## config.mk

```make
export PLATFORM = sky130hd
export DESIGN_NAME = prst_front
export DESIGN_NICKNAME = d
export VERILOG_FILES = /design/src/prst_pkg.sv /design/src/prst_front.sv
export SDC_FILE = /design/constraint.sdc
export NUM_CORES = 1
export LEC_CHECK = 0
export BUFFER_PORTS_ARGS = -buffer_cell sky130_fd_sc_hd__buf_2
export CORE_ASPECT_RATIO = 0.75
export CORE_MARGIN = 2
export CORE_UTILIZATION = 53
export DETAILED_ROUTE_END_ITERATION = 16
export HOLD_SLACK_MARGIN = 0.12
export PLACE_DENSITY = 0.91
export SLEW_MARGIN = 20
export SYNTH_ARGS = -nofsm -noshare
export SYNTH_HDL_FRONTEND = slang
export SYNTH_SLANG_ARGS = --single-unit
```

## constraint.sdc

```tcl
create_clock -name clock -period 7.35 [get_ports clock]
set_input_delay 0 -clock clock [delete_from_list [all_inputs] [get_ports clock]]
set_output_delay 0 -clock clock [all_outputs]
set_load 0.05 [all_outputs]
```

## src/prst_pkg.sv

```systemverilog
package prst_pkg;

   localparam int ANGLE_BITS = 12;
   localparam int QUAD_BITS  = ANGLE_BITS - 2;
   localparam int QUARTER    = 1 << QUAD_BITS;
   localparam int TRIG_BITS  = 17;
   localparam int QUEUE_DEPTH = 2;

   localparam logic [1:0] QUAD_0 = 2'd0;
   localparam logic [1:0] QUAD_1 = 2'd1;
   localparam logic [1:0] QUAD_2 = 2'd2;
   localparam logic [1:0] QUAD_3 = 2'd3;

   localparam logic [63:0] HALF_PI_Q30 = 64'd1686629713;
   localparam logic [63:0] SIN_DIV [0:7] = '{64'd6, 64'd20, 64'd42, 64'd72,
                                              64'd110, 64'd156, 64'd210, 64'd272};
   localparam logic [63:0] COS_DIV [0:7] = '{64'd2, 64'd12, 64'd30, 64'd56,
                                              64'd90, 64'd132, 64'd182, 64'd240};

   typedef struct packed {
      logic [1:0]           quad;
      logic [QUAD_BITS-1:0] idx;
      logic signed [31:0]   x;
      logic signed [31:0]   y;
      logic signed [31:0]   kx;
      logic signed [31:0]   ky;
      logic signed [31:0]   ox;
      logic signed [31:0]   oy;
   } queue_entry_type;

   typedef logic [2*TRIG_BITS-1:0] trig_rom_type [0:QUARTER-1];

   // quarter-wave sine and cosine, Taylor series in Q30 rounded to Q1.16
   function automatic trig_rom_type trig_rom_build();
      trig_rom_type      tab;
      logic [63:0]       t;
      logic [63:0]       t2;
      logic [63:0]       st;
      logic [63:0]       ct;
      logic signed [63:0] s;
      logic signed [63:0] c;
      logic [63:0]       rs;
      logic [63:0]       rc;
      for (int r = 0; r < QUARTER; r++) begin
         t  = (64'(r) * HALF_PI_Q30) >> QUAD_BITS;
         t2 = (t * t) >> 30;
         st = t;
         ct = 64'd1 << 30;
         s  = signed'(st);
         c  = signed'(ct);
         for (int k = 1; k <= 8; k++) begin
            st = ((st * t2) >> 30) / SIN_DIV[k-1];
            ct = ((ct * t2) >> 30) / COS_DIV[k-1];
            if ((k % 2) == 1) begin
               s = s - signed'(st);
               c = c - signed'(ct);
            end else begin
               s = s + signed'(st);
               c = c + signed'(ct);
            end
         end
         if (s < 0) begin
            s = 64'sd0;
         end
         if (c < 0) begin
            c = 64'sd0;
         end
         rs = (unsigned'(s) + 64'd8192) >> 14;
         rc = (unsigned'(c) + 64'd8192) >> 14;
         if (rs > 64'd65536) begin
            rs = 64'd65536;
         end
         if (rc > 64'd65536) begin
            rc = 64'd65536;
         end
         tab[r] = {rs[TRIG_BITS-1:0], rc[TRIG_BITS-1:0]};
      end
      return tab;
   endfunction

   localparam trig_rom_type TRIG_ROM = trig_rom_build();

endpackage

```

## src/prst_front.sv

```systemverilog
module prst_front (
   input  logic                        clock,
   input  logic                        reset,
   input  logic                        req_valid,
   output logic                        req_stall,
   input  logic signed [31:0]          req_point_x,
   input  logic signed [31:0]          req_point_y,
   input  logic [prst_pkg::ANGLE_BITS-1:0] req_rot_angle,
   input  logic signed [31:0]          req_scale_x,
   input  logic signed [31:0]          req_scale_y,
   input  logic signed [31:0]          req_offset_x,
   input  logic signed [31:0]          req_offset_y,
   output logic                        q_valid,
   output prst_pkg::queue_entry_type   q_entry,
   input  logic                        q_pop
);
   import prst_pkg::*;

   localparam int PTR_BITS = $clog2(QUEUE_DEPTH);
   localparam int CNT_BITS = $clog2(QUEUE_DEPTH + 1);

   queue_entry_type       entry_ff [0:QUEUE_DEPTH-1];
   queue_entry_type       push_entry;
   logic [PTR_BITS-1:0]   wr_ptr_ff;
   logic [PTR_BITS-1:0]   wr_ptr_in;
   logic [PTR_BITS-1:0]   rd_ptr_ff;
   logic [PTR_BITS-1:0]   rd_ptr_in;
   logic [CNT_BITS-1:0]   count_ff;
   logic [CNT_BITS-1:0]   count_in;
   logic                  push;

   assign req_stall = (count_ff == CNT_BITS'(QUEUE_DEPTH));
   assign push      = req_valid && !req_stall;
   assign q_valid   = (count_ff != '0);
   assign q_entry   = entry_ff[rd_ptr_ff];

   // classify: split angle into quadrant and table index
   always_comb begin
      push_entry.quad = req_rot_angle[ANGLE_BITS-1 -: 2];
      push_entry.idx  = req_rot_angle[QUAD_BITS-1:0];
      push_entry.x    = req_point_x;
      push_entry.y    = req_point_y;
      push_entry.kx   = req_scale_x;
      push_entry.ky   = req_scale_y;
      push_entry.ox   = req_offset_x;
      push_entry.oy   = req_offset_y;
   end

   always_comb begin
      wr_ptr_in = wr_ptr_ff;
      rd_ptr_in = rd_ptr_ff;
      count_in  = count_ff;
      if (push) begin
         wr_ptr_in = (wr_ptr_ff == PTR_BITS'(QUEUE_DEPTH - 1)) ? '0 : wr_ptr_ff + 1'b1;
      end
      if (q_pop) begin
         rd_ptr_in = (rd_ptr_ff == PTR_BITS'(QUEUE_DEPTH - 1)) ? '0 : rd_ptr_ff + 1'b1;
      end
      if (push && !q_pop) begin
         count_in = count_ff + 1'b1;
      end else if (!push && q_pop) begin
         count_in = count_ff - 1'b1;
      end
   end

   always_ff @(posedge clock) begin
      if (reset) begin
         wr_ptr_ff <= '0;
         rd_ptr_ff <= '0;
         count_ff  <= '0;
      end else begin
         wr_ptr_ff <= wr_ptr_in;
         rd_ptr_ff <= rd_ptr_in;
         count_ff  <= count_in;
      end
   end

   always_ff @(posedge clock) begin
      if (push) begin
         entry_ff[wr_ptr_ff] <= push_entry;
      end
   end

`ifndef ASSERT_OFF
   a_count_range: assert property (@(posedge clock) disable iff (reset)
      count_ff <= CNT_BITS'(QUEUE_DEPTH))
      else $error("queue count out of range");
   a_no_pop_empty: assert property (@(posedge clock) disable iff (reset)
      q_pop |-> q_valid)
      else $error("pop from empty queue");
   a_count_up: assert property (@(posedge clock) disable iff (reset)
      (push && !q_pop) |=> count_ff == $past(count_ff) + 1'b1)
      else $error("queue count did not grow on push");
`endif

endmodule

```

### After elaboration in Yosys (flattened, before gate mapping)

Memory sizes are Yosys's and may differ from the RTL's. A register that Yosys moved wholly into a read port is not among the register bits.
Index checks and enable logic that the tools add are counted.

| storage, ports and cells | value |
|---|---|
| register bits after elaboration | 4 |
| bits in writable memories | 408 |
| input port bits | 208 |
| memories | 1 |
| word-level logic and storage cells | 25 |
| output and inout bits | 206 |

Memory list:

| memory | depth | width | rd ports | clocked after memory_dff | write ports | line | text |
|---|---|---|---|---|---|---|---|
| entry_ff | 2 | 204 | 1 | 1 | 1 | prst_front.sv:22 | `queue_entry_type entry_ff [0:QUEUE_DEPTH-1];` |

| operators by class | value |
|---|---|
| reductions and logical operators | 8 |
| equality and inequality tests | 1 |
| multiplexer cells | 8 |
| add/subtract/negate cells | 4 |

Operator list:

| kind | number |
|---|---|
| 1-bit 2-to-1 mux | 6 |
| 2-bit 2-to-1 mux | 2 |
| 2-bit nonzero test | 2 |
| 1-bit logical AND | 3 |
| 1-bit logical NOT | 3 |
| 1-bit adder, second input constant | 2 |
| 2-bit by 1-bit adder with 2-bit output, second input constant | 1 |
| 2-bit == test, second input constant | 1 |
| 2-bit by 1-bit subtractor with 2-bit output, second input constant | 1 |

### Depth between registers and ports, before layout

Gate-level depths: netlist (run 1).

| logic depth | value |
|---|---|
| word-level depth | 7 |
| gate-level depth with buffers | 6 |
| depth with buffers taken out | 6 |

### Worst setup path after synthesis (run 1)

No wires, ideal clock.

| timing | value |
|---|---|
| path kind | register -> register |
| start point | reg count_ff[1] |
| end point | mem entry_ff[1][0] (netlist name) (enable) |
| slack | 1.273 ns |
| arrival time | 5.487 ns |
| buffers on the path | 0 |
| cell stages (with the launch flop) | 4 |
| data required time | 6.759 ns |
| library setup time | 0.591 ns |
| clock period less this slack | 6.077 ns |
| path through | dfxtp_1 -> nor2b_1 -> nor2_1 -> and2_1 |

| between the ends | value |
|---|---|
| longest elaborated chain between the ends | 5 |

Ends and longest elaborated chain:

| item | line | text |
|---|---|---|
| start, declared | prst_front.sv:28 | `logic [CNT_BITS-1:0] count_ff;` |
| start signal, assigned | prst_front.sv:74 | `count_ff <= count_in;` |
| 2-bit == test | prst_front.sv:32 | `assign req_stall = (count_ff == CNT_BITS'(QUEUE_DEPTH));` |
| named net req_stall | prst_front.sv:5 | `output logic req_stall,` |
| 1-bit logical NOT | prst_front.sv:33 | `assign push = req_valid && !req_stall;` |
| 1-bit logical AND | prst_front.sv:33 |  |
| 1-bit 2-to-1 mux | prst_front.sv:79 | `if (push) begin` |
| 1-bit 2-to-1 mux (implied by the code) | prst_front.sv:80 | `entry_ff[wr_ptr_ff] <= push_entry;` |
| end, declared | prst_front.sv:22 |  |

The timed path passes the listed nets, and every way through them passes these cells.

### Worst setup path after layout (run 1)

| timing | value |
|---|---|
| start point | reg count_ff[0] |
| end point | mem entry_ff[0][119] (netlist name) (enable) |

| between the ends | value |
|---|---|
| longest elaborated chain between the ends | 5 |

Ends and longest elaborated chain:

| item | line |
|---|---|
| 2-bit == test | prst_front.sv:32 |
| 1-bit logical NOT | prst_front.sv:33 |
| 1-bit logical AND | prst_front.sv:33 |
| 1-bit 2-to-1 mux | prst_front.sv:79 |
| 1-bit 2-to-1 mux (implied by the code) | prst_front.sv:80 |

Every way passes these cells.

==> results of run 1 <==
==> layout make-up <==
| cell class | instances | share of cell area |
|---|---|---|
| Tap cell | 392 | 0.02310 |
| Antenna cell | 4 | 0.0004713 |
| Clock inverter | 13 | 0.003182 |
| Multi-Input combinational cell | 221 | 0.1415 |
| Sequential cell | 413 | 0.5818 |
| Clock buffer | 56 | 0.05096 |
| Inverter | 3 | 0.0008838 |
| Timing Repair Buffer | 627 | 0.1981 |
==> cell families (layout without fill, tap and decap cells) <==
group | count (synthesis) | after routing
xor+xnor | 3 | 3
compound gates | 4 | 4
buf+inv | 26 | 699
other cells | 0 | 4
simple gates | 9 | 9
fa+ha+maj | 1 | 1
flops | 413 | 413
mux | 204 | 204
==> state kept, by name (all words and copies together) (netlist names), named ones only <==
name       count
count_ff       2
entry_ff     408
rd_ptr_ff      1
wr_ptr_ff      1
==> power breakdown <==
| part | total (mW) | internal, mW | switching, mW | leakage [nW] |
|---|---|---|---|---|
| clock | 1.86 | 1.03 | 0.833 | 0.558 |
| sequential | 2.94 | 2.87 | 0.0780 | 3.85 |
| combinational | 1.47 | 0.472 | 0.997 | 3.96 |
| total | 6.27 | 4.37 | 1.91 | 8.37 |
==> worst paths after layout <==
check	start	endpoint	slack (ns)	cells past startpoint
worst max-delay path	count_ff[0]$_SDFFE_PP0P_	entry_ff[0][119]$_DFFE_PP_	4.22	4
worst min-delay path	req_point_y[6]	entry_ff[0][134]$_DFFE_PP_	0.20	2
worst min register to register	wr_ptr_ff$_SDFFE_PP0N_	wr_ptr_ff$_SDFFE_PP0N_	0.52	2
worst max register to register	count_ff[0]$_SDFFE_PP0P_	entry_ff[0][119]$_DFFE_PP_	4.22	4
==> stage by stage <==
stage / util / std cells / cell area, µm² / hold WS [ns] / total power [mW]
final: 0.7310 / 1729 / 21240 / 0.2009 / 6.274
after floorplan: - / 660 / 15600 / 0.06907 / 4.071
after detailed placement: 0.6194 / 1448 / 17990 / 0.1910 / 4.340
after global routing: 0.7309 / 1728 / 21230 / 0.1864 / 6.464
after global placement: 0.6194 / 1448 / 17990 / 0.1870 / 4.298
after CTS: 0.7306 / 1725 / 21230 / 0.1675 / 6.262
==> worst reg2reg max path: cells and delay by family (launching register included) <==
kind                   cells  cell delay (ns)
flip-flops                 1             0.42
buffers and inverters      2             1.75
AND/OR/NAND/NOR            2             0.54
==> what timing repair did <==
action                                 in CTS  in global routing
hold buffers                              208                  0
endpoints found under the hold margin     413                  0
setup buffers                               0                  0
==> per-layer routing <==
metal | track usage | share of wire | up-vias
li1 | - | - | 3921
met1 | 0.2892 | 0.37 | 4440
met2 | 0.4408 | 0.53 | 460
met3 | 0.05453 | 0.074 | 74
met4 | 0.07647 | 0.025 | 0
met5 | 0 | 0 | -
==> cell usage after synthesis <==
cell type / n / share of area
and2_1: 1 / 0.00040
buf_6: 19 / 0.014
edfxtp_1: 408 / 0.79
or3_1: 2 / 0.00080
a21oi_1: 2 / 0.00064
nor2_1: 4 / 0.00096
buf_2: 4 / 0.0013
dfxtp_1: 5 / 0.0064
inv_1: 3 / 0.00072
nor2b_1: 1 / 0.00040
xor2_1: 2 / 0.0011
mux2_2: 44 / 0.032
mux2_4: 160 / 0.15
xnor2_1: 1 / 0.00056
ha_1: 1 / 0.00080
or2_2: 1 / 0.00040
o21ai_0: 2 / 0.00064
==> impl_summary.md, run 1 <==
Detailed routing
For this block, the routed nets add up to 38.32 mm of wire. Detailed routing inserted a total of between 8000 and 9000 vias. In the routed layout, each cell is associated on average with a via count of around 5.1. The number of optimization iterations in the first detailed-route pass is 4.

The detailed router finished its first iteration with ~520 violations. In this run the remaining antenna-violating nets after routing total 0. In the routed design, unresolved DRC markers number 0. The routed length per placed instance is around 22 µm.

Finish
The share of cells above drive strength 1 is 0.5056. The register cell area after layout is 12360 µm². The growth of design area from synthesis to finish is 36.13%. In the layout the commonest cells are buf_2 (413), edfxtp_1 (408), dlygate4sd3_1 (208).

The filler cells instantiated in the layout total around 1600. Leaving out fill and tap cells, the most frequent cell in the layout is buf_2. The number of nets in the finished design is approximately 1500. In the final layout, the multi-input gates occupy between 3000 and 4000 µm².

Worst setup path
The biggest cell delay along the critical path is a little under 1 ns. The library cell contributing the largest single delay on the critical path is buf_4. The worst path required time is about 7.5 ns. The critical path is of the flop to flop type. Traced cell by cell, the critical path runs through nor2b_1 > or3_1 > inv_8 > buf_4. STA puts the critical path data arrival time at around 3.3 ns. Counting both buffers and inverters, the worst setup path holds a total of 2.

The type of element launching the critical path is a flop. The biggest fanout along the worst timing path is 125. On the critical path the largest part of the delay comes from buffers and inverters. The element type at the critical path end is a flop.

CTS
TritonCTS built the clock tree. After clock tree synthesis, the repair step resized 0 gates. The clock root buffer is clkbuf_16. Clock latency on the worst-skew pair, taken at its later pin, is 0.52 ns. The clock slew at the register clock pins of the worst setup and hold paths is 0.06 ns. The largest buffer count on any clock path is 3.

Clock tree synthesis found a total of between 400 and 500 sinks. The level count of the clock H-tree is 2. The clock buffer count from CTS is 39.

Timing
The minimum setup slack in the final design is about 4.2 ns. For the pin with the worst max-slew slack, the measured transition is around 1.1 ns. The final setup skew is ~0.0096 ns. The number of endpoints with negative hold slack in the final report is 0. The setup TNS is 0 ns. In this run the tightest slew margin relative to its limit is 0.2730. Subtracting the final worst setup slack from the clock period gives around 3.1 ns. The max-slew violation count is 0. The final count of negative-setup-slack endpoints is 0. In the finished design, the share of the clock period the worst path needs comes to 0.4253.

Setup repair after global routing left no endpoint under its margin. Derived from the worst setup path, the maximum achievable clock frequency is between 300 and 400 MHz.

Global route
The maximum number of pins on one net before global-route repair is between 100 and 150. The number of global-route vias before repair was roughly 9600. The global-route wire length before repair is approximately 57 mm. The initial antenna violation count was 3.

The final global-route overflow total is 0. The total global routing track utilization is 0.2431.

Logic synthesis
The post-synthesis share of cell area spent on and, or, nand and nor gates is 0.002968. The flop and latch count out of synthesis is just over 400. The average instance in the mapped netlist occupies between 20 and 25 µm². The Yosys step of the flow raised 0 warnings. The post-synthesis adder-cell area fraction is 0.0008021. The number of cells produced by synthesis is 660. The count of unique library cells instantiated by Yosys is 17. The xor and xnor fraction of the mapped netlist area is 0.001684. By area, the combinational part of the netlist is dominated by multiplexers. Synthesis produced a netlist with a net count of approximately 870. After synthesis the cells add up to 15600 µm². The proportion of synthesized chip area in sequential cells is 0.7918. The share of synthesized area spent on multiplexers is 0.1858.

The compound-cell area share of the yosys netlist came to 0.001283.

Power
In this run the static leakage power is between 8 and 9 nW. The maximum vdd drop is 0.0003095 V. The power density relative to cell area is ~300 nW/µm².

Die
The die covers a little over 30000 µm². The core area is approximately 29000 µm². In this run the core area contains 54 standard-cell rows. The number of top-level pins is 414. For this configuration, the core starts out at a cell density of 0.5370.

The floorplan step set the die width to 202.1 µm. Measured along the y axis, the die boundary spans between 150 and 200 µm.

Run
The count of maximum capacitance violations is 0.

Placed design
Buffers placed on the I/O ports in this run total 413. The setup slack after placement is between 4 and 5 ns. The estimated wirelength of the detail-placed design is 21.28 mm. The routability congestion estimate is between 0.7 and 0.8.

Min path
The classification of the worst-slack hold path is primary input to flop.

Run status
The flow ran to the end, and the final reports show no timing, DRC or antenna violations.
Power figures use the tool's default switching activity.
==> run 2, diff against run 1 <==
CORE_UTILIZATION = 47   (was 53)
PLACE_DENSITY = 0.86   (was 0.91)
clock period = 2.7 ns   (was 7.35 ns; I/O delays follow)
==> run 2 against run 1 <==
Compared with the run above:
- combinational power grew to 2.8 times the previous value
- non-clock buffer count is 23 higher
- sequential power grew to 2.7 times the previous value
- clock power grew to 2.8 times the previous value
- worst setup slack worse by 3.7 ns
- global-route usage is 2.3 points lower
- register-to-register slack worse by 3.5 ns
- worst hold slack worse by 0.0016 ns
- wire length is 1.7% higher
- first-iteration DRC count is 30% higher
- die area is 12% higher
==> impl_summary.md, run 2 (synthesis results as in run 1) <==
Run status
Run status: completed (unchanged).

CTS
The clock buffer count from CTS is 40 (was 39). The CTS tree is built (unchanged). The post-cts gate resize count was 0 (unchanged).

The clock slew at the register clock pins of the worst setup and hold paths is 0.06 ns (about the same). The largest buffer count on any clock path came to 3 (unchanged). The sink count of the clock tree is 413 (unchanged).

The worst-skew pair later-pin latency is 0.53 ns (was 0.52 ns). The clock root buffer was clkbuf_16 (unchanged). The level count of the clock H-tree is 2 (unchanged).

Power
The clock share of power is 0.301 (was 0.297). The power density relative to cell area is 801.2 nW/µm² (was 295.4 nW/µm²). The internal power contribution came to 12.14 mW (was 4.365 mW). The portion of total power attributed to sequential cells is 0.459 (was 0.469).

The leakage component of the power is 8.552 nW (was 8.368 nW). The switching power summed over all nets is 5.238 mW (was 1.909 mW). The maximum vdd drop is 0.0007410 V (was 0.0003095 V). The fraction of power consumed by combinational cells is 0.240 (was 0.234). The switching share of power is 0.3014 (was 0.3042).

Die
The vertical extent of the die is 161.8 µm (was 152.6 µm). The horizontal die dimension is 214.4 µm (was 202.1 µm). The number of top-level pins was 414 (unchanged). The die area is 34680 µm² (was 30840 µm²). The effective utilization at floorplan is 0.4797 (was 0.5370). The core area is 32520 µm² (was 29050 µm²). The placement row count is 57 (was 54).

Placed design
The estimated wirelength of the detail-placed design is 22.10 mm (was 21.28 mm). The number of port buffers was 413 (unchanged). The routability congestion estimate is 0.8135 (was 0.7788). The setup slack after placement came to 0.8492 ns (was 4.263 ns).

Worst setup path
The type of the worst setup path is flop to primary output (was flop to flop). The type of element launching the critical path is a flop (unchanged). The element type at the critical path end is a primary output (was flop). The launch point of the worst reg-to-reg path is count_ff[1]$_SDFFE_PP0P_ (was count_ff[0]$_SDFFE_PP0P_). The worst path required time is 2.70 ns (was 7.49 ns). The worst path arrival time is 2.21 ns (was 3.26 ns). The setup slack on the worst flop-to-flop path was 0.75 ns (was 4.22 ns). The biggest fanout along the worst timing path is 35 (was 125).

Detailed routing
The number of optimization iterations in the first detailed-route pass is 5 (was 4). The remaining design rule violation count is 0 (unchanged). The routed length per placed instance is 21.62 µm (was 22.16 µm). The via count was 9061 (was 8895). The detail-routed via count per cell is 5.026 (was 5.145). The final wirelength is 38.99 mm (was 38.32 mm). The count of routing violations after the opening detailed-route iteration was 678 (was 522). The remaining antenna violation count is 0 (unchanged).

Timing
The number of endpoints with negative hold slack in the final report came to 0 (unchanged). The slew at the pin closest to its max-slew limit is 0.5454 ns (was 1.090 ns). The post-route clock period utilization is 0.8178. The final setup skew was 0.02370 ns (was 0.009646 ns). The max-slew violation count is 0 (unchanged). Setup repair after global routing missed its margin: false (unchanged). The relative slew slack is 0.6364 (was 0.2730). The clock period minus final worst setup slack is around 2.2 ns. The minimum setup slack in the final design was 0.4919 ns (was 4.224 ns). The final count of negative-setup-slack endpoints is 0 (unchanged). Timing would allow up to 452.9 MHz.

The setup TNS was 0 ns (unchanged).

Finish
The number of nets in the finished design was 1538 (was 1514). The multi-input combinational cell area is 3018 µm² (was 3005 µm²). The number of flip-flops under the largest register name came to 408 (unchanged).

The share of cells above drive strength 1 is 0.5199 (was 0.5056). The number of filler instances in the final layout is 2016 (was 1603). The growth of design area from synthesis to finish is 39.02% (was 36.13%). The leading cell type in the layout, fill and taps excluded was buf_2 (unchanged). The largest register by flop count is entry_ff (unchanged). Largest registers in the final layout: entry_ff: 408 flops, count_ff: 2 flops (unchanged). Commonest cells after routing, fill and taps aside: buf_2 (413), edfxtp_1 (408), dlygate4sd3_1 (208) (unchanged). The register cell area after layout is 12360 µm² (about the same).

Global route
The number of global-route vias before repair came to 9870 (was 9588). The maximum number of pins on one net before global-route repair is 67 (was 126). The global-route wire length before repair was 57.71 mm (was 56.64 mm). The final global-route overflow total is 0 (unchanged).

The total global routing track utilization came to 0.2205 (was 0.2431). The initial antenna violation count was 5 (was 3).

Min path
The launch point of the worst hold path was req_offset_x[23] (was req_point_y[6]). The classification of the worst-slack hold path is primary input to flop (unchanged).

Run
The count of maximum capacitance violations was 0 (unchanged).
[run 2: cell count changes in the layout (fill, tap and decap cells not counted), moves of 3 or more]
| cell | before | now |
|---|---|---|
| buf_12 | 1 | 13 |
| buf_4 | 5 | 16 |
| clkbuf_1 | 15 | 11 |
| clkbuf_8 | 0 | 3 |
[run 2: through the flow]
| stage | util | hold slack (ns) | instance area [µm²] | std cells | total power [mW] |
|---|---|---|---|---|---|
| 2_1_floorplan | - | 0.06165 | 15620 | 660 | 11.02 |
| 3_3_place_gp | 0.5655 | 0.1866 | 18390 | 1521 | 11.84 |
| 3_5_place_dp | 0.5655 | 0.1907 | 18390 | 1521 | 11.94 |
| 4_1_cts | 0.6665 | 0.1637 | 21670 | 1798 | 17.36 |
| 5_1_grt | 0.6668 | 0.1742 | 21680 | 1802 | 17.92 |
| 6_report | 0.6669 | 0.1993 | 21690 | 1803 | 17.38 |
[run 2: power by group through the flow]
stage                     registers, mW  logic (mW)  clock network [mW]
after detailed placement           8.08        3.85                   0
after global routing               8.02        4.31                5.59
after floorplan                    8.09        2.93                   0
after CTS                          7.95        4.12                5.29
after global placement             8.03        3.80                   0
final                              7.97        4.17                5.24
[run 2: path summary, 6_finish.rpt]
check,to,depth (start not counted)
worst max-delay path,q_entry[71],4
worst min-delay path,entry_ff[0][55]$_DFFE_PP_,2
worst max register to register,count_ff[0]$_SDFFE_PP0P_,6
worst min register to register,count_ff[1]$_SDFFE_PP0P_,2
[run 2: what timing repair did]
| action | CTS | global route |
|---|---|---|
| hold endpoints to repair | 413 | 0 |
| hold buffers | 208 | 0 |
| buffers inserted | 0 | 0 |
| setup endpoints to repair | 0 | 0 |
[run 2: final cells by class]
| class | count | share of cell area |
|---|---|---|
| Antenna cell | 5 | 0.0005769 |
| Clock buffer | 55 | 0.05112 |
| Clock inverter | 14 | 0.004269 |
| Inverter | 3 | 0.0006923 |
| Multi-Input combinational cell | 221 | 0.1392 |
| Sequential cell | 413 | 0.5698 |
| Tap cell | 442 | 0.02550 |
| Timing Repair Buffer | 650 | 0.2089 |
[run 2: worst max-delay path, cell delays in order (launching register included)]
cell	delay, ns
dfxtp_4	0.45
buf_12	0.27
buf_4	0.36
mux2_4	0.34
buf_2	0.22
[run 2: routing by layer]
layer | track usage | vias up | part of all wire
met3 | 0.05431 | 77 | 0.076
li1 | - | 3972 | -
met5 | 0 | - | 0
met4 | 0.07797 | 0 | 0.029
met2 | 0.3943 | 442 | 0.52
met1 | 0.2618 | 4570 | 0.38
==> run 3, diff against run 2 <==
CORE_UTILIZATION = 53   (was 47)
PLACE_DENSITY = 0.91   (was 0.86)
clock period = 2.23 ns   (was 2.7 ns; I/O delays follow)
==> run 3 against run 2 <==
Compared with the run above:
- cell count is 3.4% lower
- utilization is 7.7 points higher
- clock power is 24% higher
- non-clock buffer count is 8 lower
- largest power group unchanged
- critical endpoint is now count_ff[1]$_SDFFE_PP0P_
- count of clock-buffer cells in the layout is 4 lower
- highest routed layer unchanged
- first-iteration DRC count is 11% lower
- critical path depth is 2 higher
- via count is 1.1% higher
- worst hold slack better by 0.0019 ns
==> impl_summary.md, run 3 (synthesis results as in run 1) <==
Die
The number of top-level pins came to 414 (unchanged). The core area is 29050 µm² (was 32520 µm²). The horizontal die dimension is 202.1 µm (was 214.4 µm). The effective utilization at floorplan came to 0.5370 (was 0.4797). The die area was 30840 µm² (was 34680 µm²). The vertical extent of the die is 152.6 µm (was 161.8 µm). The placement row count is 54 (was 57).

Timing
The max-slew violation count is 0 (unchanged). The achievable frequency is 465.7 MHz. The final count of negative-setup-slack endpoints is 0 (unchanged). The worst path in the final design needs a cycle of roughly 2.1 ns, including I/O delays and setup.

The final setup skew is 0.01357 ns (was 0.02370 ns). The relative slew slack is 0.6295 (was 0.6364). The number of endpoints with negative hold slack in the final report is 0 (unchanged). Setup repair after global routing missed its margin: false (unchanged). The post-route clock period utilization is 0.9629. The final worst hold slack is 0.2011 ns (was 0.1993 ns). The slew at the pin closest to its max-slew limit is 0.5557 ns (was 0.5454 ns).

The setup TNS was 0 ns (unchanged).

CTS
The CTS tree was built (unchanged). The post-cts gate resize count is 0 (unchanged). The buffer count from post-CTS setup fixing is 0 (unchanged). The clock root buffer was clkbuf_16 (unchanged).

The level count of the clock H-tree was 2 (unchanged). The worst-skew pair later-pin latency is 0.53 ns (about the same). The clock slew at the register clock pins of the worst setup and hold paths is 0.06 ns (about the same). The largest buffer count on any clock path is 3 (unchanged). The count of hold-fix buffers inserted at cts came to 208 (unchanged). The clock buffer count from CTS was 39 (was 40).

The sink count of the clock tree is 413 (unchanged).

Detailed routing
The number of optimization iterations in the first detailed-route pass is 4 (was 5). The remaining design rule violation count came to 0 (unchanged). The final wirelength was 40.37 mm (was 38.99 mm). The count of routing violations after the opening detailed-route iteration is 602 (was 678). The routed length per placed instance is 23.18 µm (was 21.62 µm).

The via count is 9163 (was 9061). The detail-routed via count per cell is 5.260 (was 5.026). The remaining antenna violation count is 0 (unchanged).

Finish
The share of cells above drive strength 1 is 0.5163 (was 0.5199). The multi-input combinational cell area is 3018 µm² (unchanged). The number of nets in the finished design came to 1529 (was 1538). The number of filler instances in the final layout is 1554 (was 2016). The number of flip-flops under the largest register name is 408 (unchanged).

The leading cell type in the layout, fill and taps excluded is buf_2 (unchanged). Largest registers in the final layout: entry_ff: 408 flops, count_ff: 2 flops (unchanged). The register cell area after layout is 12360 µm² (unchanged). Commonest cells after routing, fill and taps aside: buf_2 (413), edfxtp_1 (408), dlygate4sd3_1 (208) (unchanged).

The largest register by flop count was entry_ff (unchanged). The growth of design area from synthesis to finish is 38.50% (was 39.02%).

Worst setup path
The worst path required time is 2.69 ns (was 2.70 ns). The worst path arrival time is 2.60 ns (was 2.21 ns). The worst reg-to-reg path cell count was 6 (unchanged). The biggest cell delay along the critical path came to 0.56 ns (was 0.45 ns).

The launch point of the worst reg-to-reg path was count_ff[1]$_SDFFE_PP0P_ (unchanged). Cells along the critical path: nor2b_4 > nor2_1 > ha_1 > or3_1 > a21oi_1 > dlygate4sd3_1 (was buf_12 > buf_4 > mux2_4 > buf_2). The element type at the critical path end was a flop (was primary output). The library cell contributing the largest single delay on the critical path is dlygate4sd3_1 (was dfxtp_4). The type of the worst setup path was flop to flop (was flop to primary output). The type of element launching the critical path is a flop (unchanged). The most critical setup path has its startpoint at count_ff[1]$_SDFFE_PP0P_. The setup slack on the worst flop-to-flop path came to 0.08 ns (was 0.75 ns). The end of the worst register-to-register path is count_ff[1]$_SDFFE_PP0P_ (was count_ff[0]$_SDFFE_PP0P_).

The biggest fanout along the worst timing path came to 4 (was 35).

Min path
The launch point of the worst hold path is req_offset_x[27] (was req_offset_x[23]). The classification of the worst-slack hold path is primary input to flop (unchanged). The worst-case hold path end point is entry_ff[1][59]$_DFFE_PP_ (was entry_ff[0][55]$_DFFE_PP_). The instance count along the most critical hold path is 2 (unchanged).

Global route
The final global-route overflow total was 0 (unchanged). The maximum number of pins on one net before global-route repair is 89 (was 67). The global-route wire length before repair came to 59.44 mm (was 57.71 mm). The initial antenna violation count is 2 (was 5).

The total global routing track utilization is 0.2581 (was 0.2205). The number of global-route vias before repair is 10040 (was 9870).

Placed design
The number of port buffers came to 413 (unchanged). The estimated wirelength of the detail-placed design is 22.63 mm (was 22.10 mm). The routability congestion estimate was 0.7702 (was 0.8135).

Power
The power density relative to cell area is 983.0 nW/µm² (was 801.2 nW/µm²). The maximum vdd drop was 0.0008308 V (was 0.0007410 V). The leakage component of the power is 8.533 nW (was 8.552 nW).

Run status
Run status: completed (unchanged).

Run
The count of maximum capacitance violations is 0 (unchanged).
[run 3: how the worst max path moves through the flow]
| stage | endpoint | slack [ns] | cells after the start |
|---|---|---|---|
| after floorplan | entry_ff[0][0]$_DFFE_PP_ | -2.07 | 3 |
| after global placement | entry_ff[0][44]$_DFFE_PP_ | 0.49 | 5 |
| after detailed placement | entry_ff[0][44]$_DFFE_PP_ | 0.44 | 5 |
| after CTS | count_ff[1]$_SDFFE_PP0P_ | 0.17 | 6 |
| after global routing | count_ff[1]$_SDFFE_PP0P_ | 0.06 | 6 |
| final | count_ff[1]$_SDFFE_PP0P_ | 0.08 | 6 |
[run 3: cell type report]
type / count / share of cell area
sequential: 413 / 0.5720
timing repair buffer: 642 / 0.2080
multi-input combinational: 221 / 0.1397
clock buffer: 51 / 0.04922
tap: 392 / 0.02270
clock inverter: 18 / 0.007470
inverter: 3 / 0.0006949
antenna: 2 / 0.0002316
[run 3: per-stage QoR]
| stage | instances | utilization | cell area (µm²) | power (mW) | worst slack, ns |
|---|---|---|---|---|---|
| 2_1_floorplan | 660 | - | 15620 | 13.35 | -2.068 |
| 3_3_place_gp | 1463 | 0.6297 | 18290 | 14.32 | 0.4891 |
| 3_5_place_dp | 1463 | 0.6297 | 18290 | 14.48 | 0.4358 |
| 4_1_cts | 1740 | 0.7435 | 21600 | 21.17 | 0.1711 |
| 5_1_grt | 1742 | 0.7437 | 21610 | 21.84 | 0.05510 |
| 6_report | 1742 | 0.7437 | 21610 | 21.24 | 0.08272 |
[run 3: per-layer routing]
| layer | global-route usage | routed length, µm | up-vias |
|---|---|---|---|
| li1 | - | - | 3950 |
| met1 | 0.2979 | 14590 | 4576 |
| met2 | 0.4610 | 21010 | 531 |
| met3 | 0.06672 | 3281 | 106 |
| met4 | 0.1036 | 1494 | 0 |
| met5 | 0 | 0 | - |
[run 3: worst max-delay path, delay by kind of cell, from the launching register on]
kind                       cells  cell delay (ns)
and+or+nand+nor                3             0.66
buffers and inverters          1             0.56
DFF                            1             0.36
adders and majority gates      1             0.36
AOI/OAI and AO/OA              1             0.15
[run 3: power breakdown]
| group | switching, mW | internal (mW) | leakage (nW) | total (mW) |
|---|---|---|---|---|
| clock | 2.78 | 3.71 | 0.597 | 6.49 |
| combinational | 3.38 | 1.69 | 4.09 | 5.07 |
| sequential | 0.246 | 9.43 | 3.85 | 9.67 |
| total | 6.41 | 14.8 | 8.53 | 21.2 |
